$ cat src/sv/mrf_pkg.sv
`default_nettype none
package mrf_pkg;
	localparam int MAX_COLUMNS_DEF = 64;
	localparam int MAX_ROWS_DEF    = 256;
	localparam int ROW_W           = 64;
	localparam int ROW_IW          = 6;
	localparam int CFG_W           = 7;
	localparam logic [CFG_W-1:0] CFG_RESET = 7'd64;
	localparam int OUT_TDATA_W     = 104;

	localparam logic KIND_MASK = 1'b0;
	localparam logic KIND_RECT = 1'b1;

	// result payload, lowest field last
	typedef struct packed {
		logic        pad;
		logic        overflow;
		logic [6:0]  rect_width;
		logic [8:0]  rect_height;
		logic [5:0]  rect_left;
		logic [7:0]  rect_top;
		logic [63:0] isolated_mask;
		logic [7:0]  row_index;
	} out_item_t;
endpackage
`default_nettype wire

$ cat src/sv/maximal_rectangle_finder_unit.sv
// Finds the first largest all-ones rectangle (area above 1) in a grid streamed one row per
// transaction, and emits a mask of isolated set cells for each row, one row late. Each row
// first sweeps the column height memory over all MAX_COLUMNS entries to update heights, then
// runs two monotonic-stack sweeps over the clamped column count cols, with at most 2*cols
// pops in all. Every update reads and then writes the simple dual-port height memory, and
// each push or pop waits on the registered read of the stack memory. The block takes no new
// row while one is in work. On the final row it gives up to three results, the last one with
// tlast. columns_in_use is to be written on the cfg channel only while idle; the block does
// not enforce this. 0 counts as 1, values above MAX_COLUMNS as MAX_COLUMNS.
`default_nettype none
module maximal_rectangle_finder_unit #(
	parameter int MAX_COLUMNS = mrf_pkg::MAX_COLUMNS_DEF,
	parameter int MAX_ROWS    = mrf_pkg::MAX_ROWS_DEF
) (
	input  wire logic                            clk,
	input  wire logic                            arst_n,
	input  wire logic                            cfg_valid,
	output logic                                 cfg_ready,
	input  wire logic [mrf_pkg::CFG_W-1:0]       cfg_data,
	input  wire logic                            s_tvalid,
	output logic                                 s_tready,
	input  wire logic [mrf_pkg::ROW_W-1:0]       s_tdata,  // row_bits
	input  wire logic                            s_tlast,
	output logic                                 m_tvalid,
	input  wire logic                            m_tready,
	// row_index, isolated_mask, rect_top, rect_left, rect_height, rect_width, overflow, pad
	output logic [mrf_pkg::OUT_TDATA_W-1:0]      m_tdata,
	output logic                                 m_tuser,  // kind
	output logic                                 m_tlast
);
	import mrf_pkg::*;

	localparam int CIW = $clog2(MAX_COLUMNS);
	localparam int CWW = $clog2(MAX_COLUMNS + 1);
	localparam int HW  = $clog2(MAX_ROWS + 1);
	localparam int RW  = HW;
	localparam int AW  = HW + CWW;

	typedef enum logic [10:0] {
		ST_IDLE      = 11'b000_0000_0001,
		ST_EMIT_PREV = 11'b000_0000_0010,
		ST_UPD_RD    = 11'b000_0000_0100,
		ST_UPD_WR    = 11'b000_0000_1000,
		ST_R_RD      = 11'b000_0001_0000,
		ST_R_CMP     = 11'b000_0010_0000,
		ST_L_RD      = 11'b000_0100_0000,
		ST_L_CMP     = 11'b000_1000_0000,
		ST_AREA      = 11'b001_0000_0000,
		ST_EMIT_CUR  = 11'b010_0000_0000,
		ST_EMIT_RECT = 11'b100_0000_0000
	} state_t;

	state_t                 state_q;
	logic [CFG_W-1:0]       cfg_q;
	logic [CIW-1:0]         j_q;
	logic [CWW-1:0]         sp_q;
	logic [CWW-1:0]         cols_q;
	logic [ROW_W-1:0]       row_q;
	logic                   last_q;
	logic [ROW_W-1:0]       prev_q;
	logic [ROW_W-1:0]       rbp_q;
	logic [RW-1:0]          cnt_q;
	logic                   ovf_q;
	logic [MAX_COLUMNS-1:0] hvld_q;
	logic                   hv_q;
	logic [CIW-1:0]         l_q;
	logic [CIW-1:0]         r_q;
	logic [HW-1:0]          hc_q;
	logic [RW-1:0]          best_top_q;
	logic [CIW-1:0]         best_left_q;
	logic [HW-1:0]          best_h_q;
	logic [CWW-1:0]         best_w_q;
	logic [AW-1:0]          best_area_q;
	out_item_t              out_q;
	logic                   out_kind_q;
	logic                   out_last_q;
	logic                   m_valid_q;

	logic [HW-1:0]     h_rdata, hcur, hnew;
	logic [CIW+HW-1:0] stk_rdata;
	logic [CIW-1:0]    rgt_rdata, top_idx;
	logic [HW-1:0]     top_h;
	logic              pop, out_free, emit, h_we, stk_we, rgt_we;
	logic [CIW-1:0]    rgt_wdata, stk_raddr;
	logic [CWW-1:0]    cols_eff, w_c;
	logic [ROW_W-1:0]  colmask;
	logic [AW-1:0]     area_c;
	logic [RW-1:0]     top_c;
	out_item_t         rect_c;

	function automatic logic [ROW_W-1:0] iso_of(input logic [ROW_W-1:0] up,
			input logic [ROW_W-1:0] mid, input logic [ROW_W-1:0] down);
		return mid & ~(mid << 1) & ~(mid >> 1) & ~up & ~down;
	endfunction

	function automatic out_item_t mask_item(input logic [RW-1:0] row,
			input logic [ROW_W-1:0] mask, input logic ovf);
		out_item_t it;
		it               = '0;
		it.row_index     = 8'(row);
		it.isolated_mask = mask;
		it.overflow      = ovf;
		return it;
	endfunction

	// clamp the column count and build the column mask
	always_comb begin
		if (cfg_q == '0) begin
			cols_eff = CWW'(1);
		end else if (32'(cfg_q) > 32'(MAX_COLUMNS)) begin
			cols_eff = CWW'(MAX_COLUMNS);
		end else begin
			cols_eff = CWW'(cfg_q);
		end
		for (int i = 0; i < ROW_W; i++) begin
			colmask[i] = (i < int'(cols_eff));
		end
	end

	always_comb begin
		rect_c             = '0;
		rect_c.rect_top    = 8'(best_top_q);
		rect_c.rect_left   = 6'(best_left_q);
		rect_c.rect_height = 9'(best_h_q);
		rect_c.rect_width  = 7'(best_w_q);
		rect_c.overflow    = ovf_q;
	end

	assign hcur      = hv_q ? h_rdata : '0;
	assign top_idx   = stk_rdata[CIW+HW-1:HW];
	assign top_h     = stk_rdata[HW-1:0];
	assign pop       = (sp_q != '0) && (top_h >= hcur);
	assign out_free  = !m_valid_q || m_tready;
	assign emit      = out_free && (state_q inside {ST_EMIT_PREV, ST_EMIT_CUR, ST_EMIT_RECT});
	assign stk_raddr = CIW'(sp_q - CWW'(1));

	assign hnew = row_q[ROW_IW'(j_q)] ?
		((hcur < HW'(MAX_ROWS)) ? hcur + HW'(1) : hcur) : '0;
	assign h_we      = (state_q == ST_UPD_WR);
	assign stk_we    = ((state_q == ST_R_CMP) || (state_q == ST_L_CMP)) && !pop;
	assign rgt_we    = (state_q == ST_R_CMP) && !pop;
	assign rgt_wdata = (sp_q == '0) ? CIW'(cols_q - CWW'(1)) : top_idx - CIW'(1);

	assign w_c    = CWW'(r_q) - CWW'(l_q) + CWW'(1);
	assign area_c = AW'(w_c) * AW'(hc_q);
	assign top_c  = cnt_q + RW'(1) - RW'(hc_q);

	mrf_ram #(.W(HW), .D(MAX_COLUMNS)) u_heights (
		.clk   (clk),
		.we    (h_we),
		.waddr (j_q),
		.wdata (hnew),
		.raddr (j_q),
		.rdata (h_rdata)
	);

	// stack entries hold column index and height
	mrf_ram #(.W(CIW + HW), .D(MAX_COLUMNS)) u_stack (
		.clk   (clk),
		.we    (stk_we),
		.waddr (sp_q[CIW-1:0]),
		.wdata ({j_q, hcur}),
		.raddr (stk_raddr),
		.rdata (stk_rdata)
	);

	mrf_ram #(.W(CIW), .D(MAX_COLUMNS)) u_right (
		.clk   (clk),
		.we    (rgt_we),
		.waddr (j_q),
		.wdata (rgt_wdata),
		.raddr (j_q),
		.rdata (rgt_rdata)
	);

	always_ff @(posedge clk or negedge arst_n) begin
		if (!arst_n) begin
			state_q     <= ST_IDLE;
			cfg_q       <= CFG_RESET;
			j_q         <= '0;
			sp_q        <= '0;
			cols_q      <= '0;
			row_q       <= '0;
			last_q      <= 1'b0;
			prev_q      <= '0;
			rbp_q       <= '0;
			cnt_q       <= '0;
			ovf_q       <= 1'b0;
			hvld_q      <= '0;
			hv_q        <= 1'b0;
			l_q         <= '0;
			r_q         <= '0;
			hc_q        <= '0;
			best_top_q  <= '0;
			best_left_q <= '0;
			best_h_q    <= '0;
			best_w_q    <= '0;
			best_area_q <= '0;
			out_q       <= '0;
			out_kind_q  <= KIND_MASK;
			out_last_q  <= 1'b0;
			m_valid_q   <= 1'b0;
		end else begin
			hv_q <= hvld_q[j_q];
			if (emit) begin
				m_valid_q <= 1'b1;
			end else if (m_tready) begin
				m_valid_q <= 1'b0;
			end
			if (cfg_valid) begin
				cfg_q <= cfg_data;
			end
			case (state_q)
				ST_IDLE: begin
					if (s_tvalid) begin
						row_q  <= s_tdata & colmask;
						last_q <= s_tlast;
						cols_q <= cols_eff;
						j_q    <= '0;
						if (32'(cnt_q) >= 32'(MAX_ROWS)) begin
							ovf_q   <= 1'b1;
							state_q <= s_tlast ? ST_EMIT_CUR : ST_IDLE;
						end else if (cnt_q != '0) begin
							state_q <= ST_EMIT_PREV;
						end else begin
							state_q <= ST_UPD_RD;
						end
					end
				end
				ST_EMIT_PREV: begin
					if (out_free) begin
						out_q      <= mask_item(cnt_q - RW'(1), iso_of(rbp_q, prev_q, row_q), ovf_q);
						out_kind_q <= KIND_MASK;
						out_last_q <= 1'b0;
						state_q    <= ST_UPD_RD;
					end
				end
				ST_UPD_RD: begin
					state_q <= ST_UPD_WR;
				end
				ST_UPD_WR: begin
					hvld_q[j_q] <= 1'b1;
					if (j_q == CIW'(MAX_COLUMNS - 1)) begin
						j_q     <= CIW'(cols_q - CWW'(1));
						sp_q    <= '0;
						state_q <= ST_R_RD;
					end else begin
						j_q     <= j_q + CIW'(1);
						state_q <= ST_UPD_RD;
					end
				end
				ST_R_RD: begin
					state_q <= ST_R_CMP;
				end
				ST_R_CMP: begin
					if (pop) begin
						sp_q    <= sp_q - CWW'(1);
						state_q <= ST_R_RD;
					end else if (j_q == '0) begin
						sp_q    <= '0;
						state_q <= ST_L_RD;
					end else begin
						sp_q    <= sp_q + CWW'(1);
						j_q     <= j_q - CIW'(1);
						state_q <= ST_R_RD;
					end
				end
				ST_L_RD: begin
					state_q <= ST_L_CMP;
				end
				ST_L_CMP: begin
					if (pop) begin
						sp_q    <= sp_q - CWW'(1);
						state_q <= ST_L_RD;
					end else begin
						sp_q    <= sp_q + CWW'(1);
						l_q     <= (sp_q == '0) ? '0 : top_idx + CIW'(1);
						r_q     <= rgt_rdata;
						hc_q    <= hcur;
						state_q <= ST_AREA;
					end
				end
				ST_AREA: begin
					// strict improvement only, single cells never count
					if (area_c > best_area_q && area_c != AW'(1)) begin
						best_area_q <= area_c;
						best_h_q    <= hc_q;
						best_w_q    <= w_c;
						best_top_q  <= top_c;
						best_left_q <= l_q;
					end
					if (j_q == CIW'(cols_q - CWW'(1))) begin
						rbp_q   <= prev_q;
						prev_q  <= row_q;
						cnt_q   <= cnt_q + RW'(1);
						state_q <= last_q ? ST_EMIT_CUR : ST_IDLE;
					end else begin
						j_q     <= j_q + CIW'(1);
						state_q <= ST_L_RD;
					end
				end
				ST_EMIT_CUR: begin
					if (out_free) begin
						out_q      <= mask_item(cnt_q - RW'(1), iso_of(rbp_q, prev_q, '0), ovf_q);
						out_kind_q <= KIND_MASK;
						out_last_q <= (best_area_q == '0);
						if (best_area_q == '0) begin
							state_q     <= ST_IDLE;
							prev_q      <= '0;
							rbp_q       <= '0;
							cnt_q       <= '0;
							ovf_q       <= 1'b0;
							hvld_q      <= '0;
						end else begin
							state_q <= ST_EMIT_RECT;
						end
					end
				end
				ST_EMIT_RECT: begin
					if (out_free) begin
						out_q             <= rect_c;
						out_kind_q        <= KIND_RECT;
						out_last_q        <= 1'b1;
						state_q           <= ST_IDLE;
						prev_q            <= '0;
						rbp_q             <= '0;
						cnt_q             <= '0;
						ovf_q             <= 1'b0;
						hvld_q            <= '0;
						best_top_q        <= '0;
						best_left_q       <= '0;
						best_h_q          <= '0;
						best_w_q          <= '0;
						best_area_q       <= '0;
					end
				end
				default: begin
					state_q <= ST_IDLE;
				end
			endcase
		end
	end

	assign cfg_ready = 1'b1;
	assign s_tready  = (state_q == ST_IDLE);
	assign m_tvalid  = m_valid_q;
	assign m_tdata   = out_q;
	assign m_tuser   = out_kind_q;
	assign m_tlast   = out_last_q;
endmodule
`default_nettype wire

$ cat src/sv/mrf_ram.sv
`default_nettype none
module mrf_ram #(
	parameter int W = 8,
	parameter int D = 64
) (
	input  wire logic                 clk,
	input  wire logic                 we,
	input  wire logic [$clog2(D)-1:0] waddr,
	input  wire logic [W-1:0]         wdata,
	input  wire logic [$clog2(D)-1:0] raddr,
	output logic      [W-1:0]         rdata
);
	logic [W-1:0] mem_q [D];

	always_ff @(posedge clk) begin
		if (we) begin
			mem_q[waddr] <= wdata;
		end
		rdata <= mem_q[raddr];
	end
endmodule
`default_nettype wire

$ cat config.mk
export PLATFORM = sky130hd
export DESIGN_NAME = maximal_rectangle_finder_unit
export DESIGN_NICKNAME = d
export VERILOG_FILES = /design/src/sv/mrf_pkg.sv /design/src/sv/maximal_rectangle_finder_unit.sv /design/src/sv/mrf_ram.sv
export SDC_FILE = /design/constraint.sdc
export NUM_CORES = 2
export LEC_CHECK = 0
export ABC_AREA = 0
export ABC_CLOCK_PERIOD_IN_PS = 9280
export BUFFER_PORTS_ARGS = -buffer_cell sky130_fd_sc_hd__buf_2
export CAP_MARGIN = 10
export CORE_ASPECT_RATIO = 1.5
export CORE_MARGIN = 5
export CORE_UTILIZATION = 40
export CTS_CLUSTER_SIZE = 28
export DETAILED_ROUTE_END_ITERATION = 8
export PLACE_DENSITY = 0.66
export RECOVER_POWER = 50
export SLEW_MARGIN = 20
export SYNTH_ARGS = -nofsm -noshare
export SYNTH_HDL_FRONTEND = slang
export SYNTH_HIERARCHICAL = 1
export SYNTH_SLANG_ARGS = --single-unit
$ cat constraint.sdc
create_clock -name clk -period 9.28 [get_ports clk]
set_clock_uncertainty 0.15 [all_clocks]
set_input_delay 0.928 -clock clk [delete_from_list [all_inputs] [get_ports clk]]
set_output_delay 0.928 -clock clk [all_outputs]
set_load 0.01 [all_outputs]
; ---- Yosys cells after proc, flatten, opt, wreduce, memory -nomap -nowiden
; Memories as Yosys holds them, arrays and structs flattened. A register that Yosys moved wholly into a read port is not among the register bits.
; Index checks and enable logic that the tools add are counted.
[word_totals]
reg_bits = 479
ram_bits = 1920
inputBits = 77
output_inout_bits = 109
word_cells = 282
memories = 3
[classes]
addsub = 13
multipliers = 1
n_lt_le_gt_ge = 71
eq_ne = 27
n_mux = 87
n_bitwise = 11
reduce_logical = 37
[mem_list]
columns = name, depth, word_bits, read_ports, rd_ports_with_merged_regs, wr, line_no
row1 = u_stack.mem_q, 64, 15, 1, 1, 1, mrf_ram.sv:13  ; logic [W-1:0] mem_q [D];
row2 = u_heights.mem_q, 64, 9, 1, 1, 1, mrf_ram.sv:13
row3 = u_right.mem_q, 64, 6, 1, 1, 1, mrf_ram.sv:13
[op_table]
columns = operator, n
row1 = $pmux 64 s3, 3
row2 = $and 64x64->64, 5
row3 = $mux 64, 5
row4 = $mux 104, 3
row5 = $pmux 104 s3, 1
row6 = $lt 6x7->1 const A, 32
row7 = $not 64->64, 3
row8 = $pmux 11 s11, 1
row9 = $lt 5x7->1 const A, 16
row10 = $mux 9, 9
row11 = $mux 7, 10
row12 = $not 63->64, 1
row13 = $or 64x64->64, 1
row14 = $lt 4x7->1 const A, 8
row15 = $mux 11, 5
row16 = $mux 6, 9
row17 = $mux 10, 4
row18 = $mux 16, 2
row19 = $pmux 16 s2, 1
row20 = $lt 3x7->1 const A, 4
row21 = $pmux 9 s3, 1
row22 = $pmux 6 s4, 1
row23 = $pmux 7 s3, 1
row24 = $add 9x1->9 const B, 2
row25 = other kinds (63), 119

; ---- Logic depth before layout (Yosys ltp)
[logic_depth]
depth_word = 7
ltp_mapped = 36
ltp_nobuf = 32

; ---- Modules after synthesis
; Netlist, hierarchy kept.
[by_module_without_submodules]
columns = module, instances, cells_each, area_each_um2, seq_area_each_um2
row1 = mrf_ram at u_stack, 1, 1638, 37189.4, 29127.9
row2 = maximal_rectangle_finder_unit, 1, 3001, 26250.2, 11964.0
row3 = mrf_ram at u_heights, 1, 1071, 22649.2, 17476.8
row4 = mrf_ram at u_right, 1, 720, 15225.9, 11651.2

; ---- Least setup slack after synthesis
; OpenSTA, ideal clock, no wires.
[synth_path]
kind = register -> register
startpoint = register l_q[2]
endpoint = register best_w_q[6]
setup_ps = 146
arrival_ps = 7710
t_required_ps = 8984
setup_slack_ps = 1274
stages_incl_launch_ff = 34
synth_period_minus_slack_ps = 8006
cell_sequence = dfrtp_1 inv_1 ha_1 ha_1 a21o_1 a21oi_1 o21bai_1 a21oi_1 xnor2_1 nor2_1 fa_1 inv_1 fa_1 inv_1 fa_1 inv_1 fa_1 inv_1 ha_1 clkbuf_1 or4_1 o22a_1 o211ai_1 clkbuf_1 ha_1 nand4_1 nor3_1 a21o_1 and2_1 a41o_1 clkbuf_1 clkbuf_1 a32oi_1 o31ai_1
[synth_via]
elab_chain_len = 7
elab_cells_between_ends = 10
[synth_lines]
columns = element, line_no
row1 = "start, declared", maximal_rectangle_finder_unit.sv:66  ; logic [CIW-1:0] l_q;
row2 = "start signal, assigned", maximal_rectangle_finder_unit.sv:277  ; l_q <= (sp_q == '0) ? '0 : top_idx + CIW'(1);
row3 = $sub 6x6->7 (*), maximal_rectangle_finder_unit.sv:144  ; assign w_c = CWW'(r_q) - CWW'(l_q) + CWW'(1);
row4 = $add 7x1->7 (*), maximal_rectangle_finder_unit.sv:144
row5 = $mul 7x9->16, maximal_rectangle_finder_unit.sv:145  ; assign area_c = AW'(w_c) * AW'(hc_q);
row6 = $gt 16x16->1 / $ne 16x1->1 (equally long branches), maximal_rectangle_finder_unit.sv:285  ; if (area_c > best_area_q && area_c != AW'(1)) begin
row7 = $logic_and 1x1->1, maximal_rectangle_finder_unit.sv:285
row8 = $ne 2x2->1 (no line), n/a
row9 = $reduce_and 3->1 (no line), n/a
row10 = "end signal, assigned", maximal_rectangle_finder_unit.sv:288  ; best_w_q <= w_c;
row11 = "end, declared", maximal_rectangle_finder_unit.sv:72  ; logic [CWW-1:0] best_w_q;
; Every way passes the cells marked *; elsewhere a longest branch is shown, timed or not. The select of a mux whose other input is x is not followed.
; A chain may end at the register's enable or synchronous reset.

; ---- Final worst setup path
[layout_path]
startpoint = register l_q[1]
endpoint = register best_top_q[6]
[layout_via]
elab_chain_len = 7
elab_cells_between_ends = 8
[layout_lines]
columns = element, line_no
row1 = $sub 6x6->7 (*), maximal_rectangle_finder_unit.sv:144
row2 = $add 7x1->7 (*), maximal_rectangle_finder_unit.sv:144
row3 = $mul 7x9->16 (*), maximal_rectangle_finder_unit.sv:145
row4 = $gt 16x16->1 / $ne 16x1->1 (equally long branches), maximal_rectangle_finder_unit.sv:285
row5 = $logic_and 1x1->1 (*), maximal_rectangle_finder_unit.sv:285
row6 = $ne 2x2->1 (no line) (*), n/a
row7 = $reduce_and 3->1 (no line) (*), n/a
row8 = "end signal, assigned", maximal_rectangle_finder_unit.sv:289  ; best_top_q <= top_c;
row9 = "end, declared", maximal_rectangle_finder_unit.sv:69  ; logic [RW-1:0] best_top_q;
; Every way passes the cells marked *; elsewhere a longest branch is shown, timed or not.

==> flow_metrics.env <==
export IMPL_status="finished with violations"
export IMPL_violations="max-capacitance violations, max-slew violations"
export IMPL_min_period_ns=8.795
export IMPL_crit_path_start_kind="register"
export IMPL_cts_root_buffer="clkbuf_16"
export IMPL_internal_power_mw=19.07
export IMPL_cpMostUsedCell="fa_1"
export IMPL_fin_nets=6778
export IMPL_p_leak_nw=38.61
export IMPL_fmax_ghz=0.1137
export IMPL_rsz0062_at_grt="no"
export IMPL_drc_errors=0
export IMPL_required_ns=9.82
export IMPL_cts_setup_buffers=0
export IMPL_r2r_start="l_q[1]"
export IMPL_cpPeakStageDelay_ns=0.56
export IMPL_placed_area_sq_mm=0.1060
export IMPL_synth_top_family_by_area="multiplexers"
export IMPL_worstHoldPathType="in -> reg"
export IMPL_syn_inst=6430
export IMPL_maxSlewViolCount=2864
export IMPL_die_area_sq_mm=0.2637
export IMPL_tightest_slew_ns=5.248
export IMPL_die_h_um=626.4
export IMPL_hold_viol_final=0
export IMPL_core_region_area_sq_mm=0.2525
export IMPL_slew_limit_headroom_pct=-249.9
export IMPL_finalSetupViolCount=0
export IMPL_h_tree_depth=4
export IMPL_pwr_share_comb_pct=12.0
export IMPL_worstHoldStart="s_tdata[47]"
export IMPL_final_area_sq_mm=0.1125
export IMPL_crit_start="l_q[1]"
export IMPL_ios=186
export IMPL_p_switching_mw=6.881
export IMPL_fin_tns_setup_ns=0
export IMPL_ys_flop_type="edfxtp_1"
export IMPL_grtUsageTotal_pct=18.91
export IMPL_grt_overflow=0
export IMPL_clkSinkCount=2428
export IMPL_synth_area_per_cell_sq_um=15.76
export IMPL_grt_antenna_before_repair=5
export IMPL_vias_per_cell=5.735
export IMPL_io_buffers=183
export IMPL_cts_tree="built"
export IMPL_fin_cells=10060
export IMPL_period_share_pct=94.77
export IMPL_p_total_mw=25.95
export IMPL_die_width_um=420.9
export IMPL_synth_seq_cells=2428
export IMPL_p_seq_share_pct=53.9
export IMPL_p_clk_share_pct=34.1
export IMPL_vias=57690
export IMPL_synth_top_cell_by_area="edfxtp_1"
export IMPL_p_per_area_mw_per_mm2=230.6
export IMPL_yosys_area_share_simple_pct=7.826
export IMPL_cts_buffers=216
export IMPL_cts_path_max_buffers=4
export IMPL_synth_mux_area_share_pct=12.00
export IMPL_rows=226
export IMPL_syn_nets=6632
export IMPL_cp_end_kind="register"
export IMPL_area_growth_pct=11.07
export IMPL_grt_pass1_wl_um=382800
export IMPL_drive_gt1_share_pct=16.50
export IMPL_arrival_ns=9.33
export IMPL_yosysMostFrequentCell="edfxtp_1"
export IMPL_dpl_hpwl_um=165200
export IMPL_ir_drop_v=0.0004180
export IMPL_start_util_pct=40.12
export IMPL_clk_pin_slew_ns=0.07
export IMPL_grt_max_degree=124
export IMPL_synth_xor_xnor_area_share_pct=0.6249
export IMPL_synth_top_cell_area_share_pct=56.91
export IMPL_r2r_end="best_top_q[6]"
export IMPL_synthArstFlopShare_pct=19.69
export IMPL_endpoint="best_top_q[6]"
export IMPL_swShare_pct=26.51
export IMPL_synthAdderAreaFrac_pct=1.810
export IMPL_crit_type="reg -> reg"
export IMPL_yosys_warnings=6
export IMPL_ant_nets=0
export IMPL_synth_compound_area_share_pct=6.137
export IMPL_crit_slowest_cell="fa_1"
export IMPL_synth_top_cells_by_count="edfxtp_1 (1,920), nand2_1 (721), dfrtp_1 (476)"
export IMPL_placed_cells=9663
export IMPL_holdWs_ns=0.1523
export IMPL_drt_iter0_markers=5831
export IMPL_clkLatencyLatePin_ns=0.90
export IMPL_netlist_area_sq_mm=0.1013
export IMPL_worst_r2r_cell_count=27
export IMPL_synth_lib_cells_used_distinct=98
export IMPL_firstDrtPassIters=6
export IMPL_drt_wl_total_um=254800
export IMPL_gp_congestion=0.9163
export IMPL_route_detailed_wl_per_inst_um=25.33
export IMPL_maxCapViolCount=51
export IMPL_r2r_slack_ns=0.48
export IMPL_critPathMaxFanout=38
export IMPL_ys_seq_area_share_pct=69.31
export IMPL_synth_area_leaders="edfxtp_1 (57%), dfrtp_1 (12%), mux4_2 (10%)"
export IMPL_grt_pass1_vias=58880
export IMPL_synth_edf_count=1920
-- logic make-up (layout without fill, tap and decap cells) --
group | Yosys count | count (layout)
xor gates and xnor gates | 66 | 66
buffers and inverters | 523 | 843
other | 2 | 6
and+or+nand+nor | 1707 | 1707
DFF | 2428 | 2428
adders and majority gates | 125 | 125
AOI/OAI and AO/OA | 965 | 965
muxes | 614 | 614
-- stage by stage --
step / utilization [%] / setup slack, ns
finish: 44.57 / 0.4849
global route: 44.56 / 0.06727
CTS: 44.72 / 0.4876
detailed placement: 41.99 / 0.5026
global placement: 41.99 / 0.6413
floorplan: - / 1.274
-- layer usage --
metal,global-route usage (%),wire [um],share of wire [%]
met4,9.542,14920,5.9
met3,2.651,15720,6.2
met2,33.41,130900,51
met5,0,0,0
met1,22.71,93330,37
-- layout make-up --
class | count | area (sq um)
inverters | 126 | 493.0
clock inverters | 128 | 1161
repair buffers | 325 | 1710
clock buffers | 264 | 5708
flip-flops and latches | 2428 | 70220
diodes | 4 | 10.01
multi-input cells | 3479 | 29100
fillers | 21870 | 140000
well taps | 3306 | 4136
-- power by group through the flow --
stage	combinational [mW]	sequential [mW]	clock [mW]
2_1_floorplan	1.93	14.0	0
3_3_place_gp	3.06	14.1	0
3_5_place_dp	3.19	14.1	0
4_1_cts	3.20	13.9	9.03
5_1_grt	3.47	14.1	9.47
6_report	3.11	14.0	8.85
-- critical path: cells and delay by family, from the launching register on --
family | cells | cell delay (ns)
AOI/OAI and AO/OA | 6 | 1.76
xor gates and xnor gates | 1 | 0.43
adders and majority gates | 9 | 3.64
buffers and inverters | 5 | 0.52
DFF | 1 | 0.41
and+or+nand+nor | 6 | 1.72
-- worst min-delay path by stage --
stage,depth (start not counted),end,slack [ns]
after floorplan,1,r_q[0],0.29
after global routing,2,row_q[23],0.13
after detailed placement,2,m_tdata[65],0.32
final,2,row_q[47],0.15
after global placement,2,m_tdata[42],0.31
after CTS,2,row_q[47],0.09
-- repair_timing --
action,CTS,global route
hold buffers,1,0
endpoints found under the hold margin,89,0
gates resized for setup,0,1
endpoints found under the setup margin,0,6
-- layout by cell type (no fill, tap or decap), types with 41 or more instances in the layout --
cell type	n
nor3_1	41
clkinv_1	50
mux2i_1	77
dfrtp_1	476
buf_4	93
nand4_1	67
a32oi_1	44
edfxtp_1	1920
nand3_1	121
o22ai_1	65
buf_2	75
nor3b_1	47
nor2_1	375
mux2_2	64
o21ai_0	332
nand2_1	721
nor2b_1	51
a22oi_1	74
mux4_2	460
inv_1	117
clkbuf_16	218
ha_1	89
a21oi_1	140
clkbuf_1	185
-- flip-flops by register name (all words and copies together), names as in the netlist, 16 cells and up --
register,count
best_area_q,16
hvld_q,64
m_tdata,103
prev_q,64
rbp_q,64
row_q,64
u_heights/mem_q,576
u_right/mem_q,384
u_stack/mem_q,960
(Power assumes the default switching activity.)
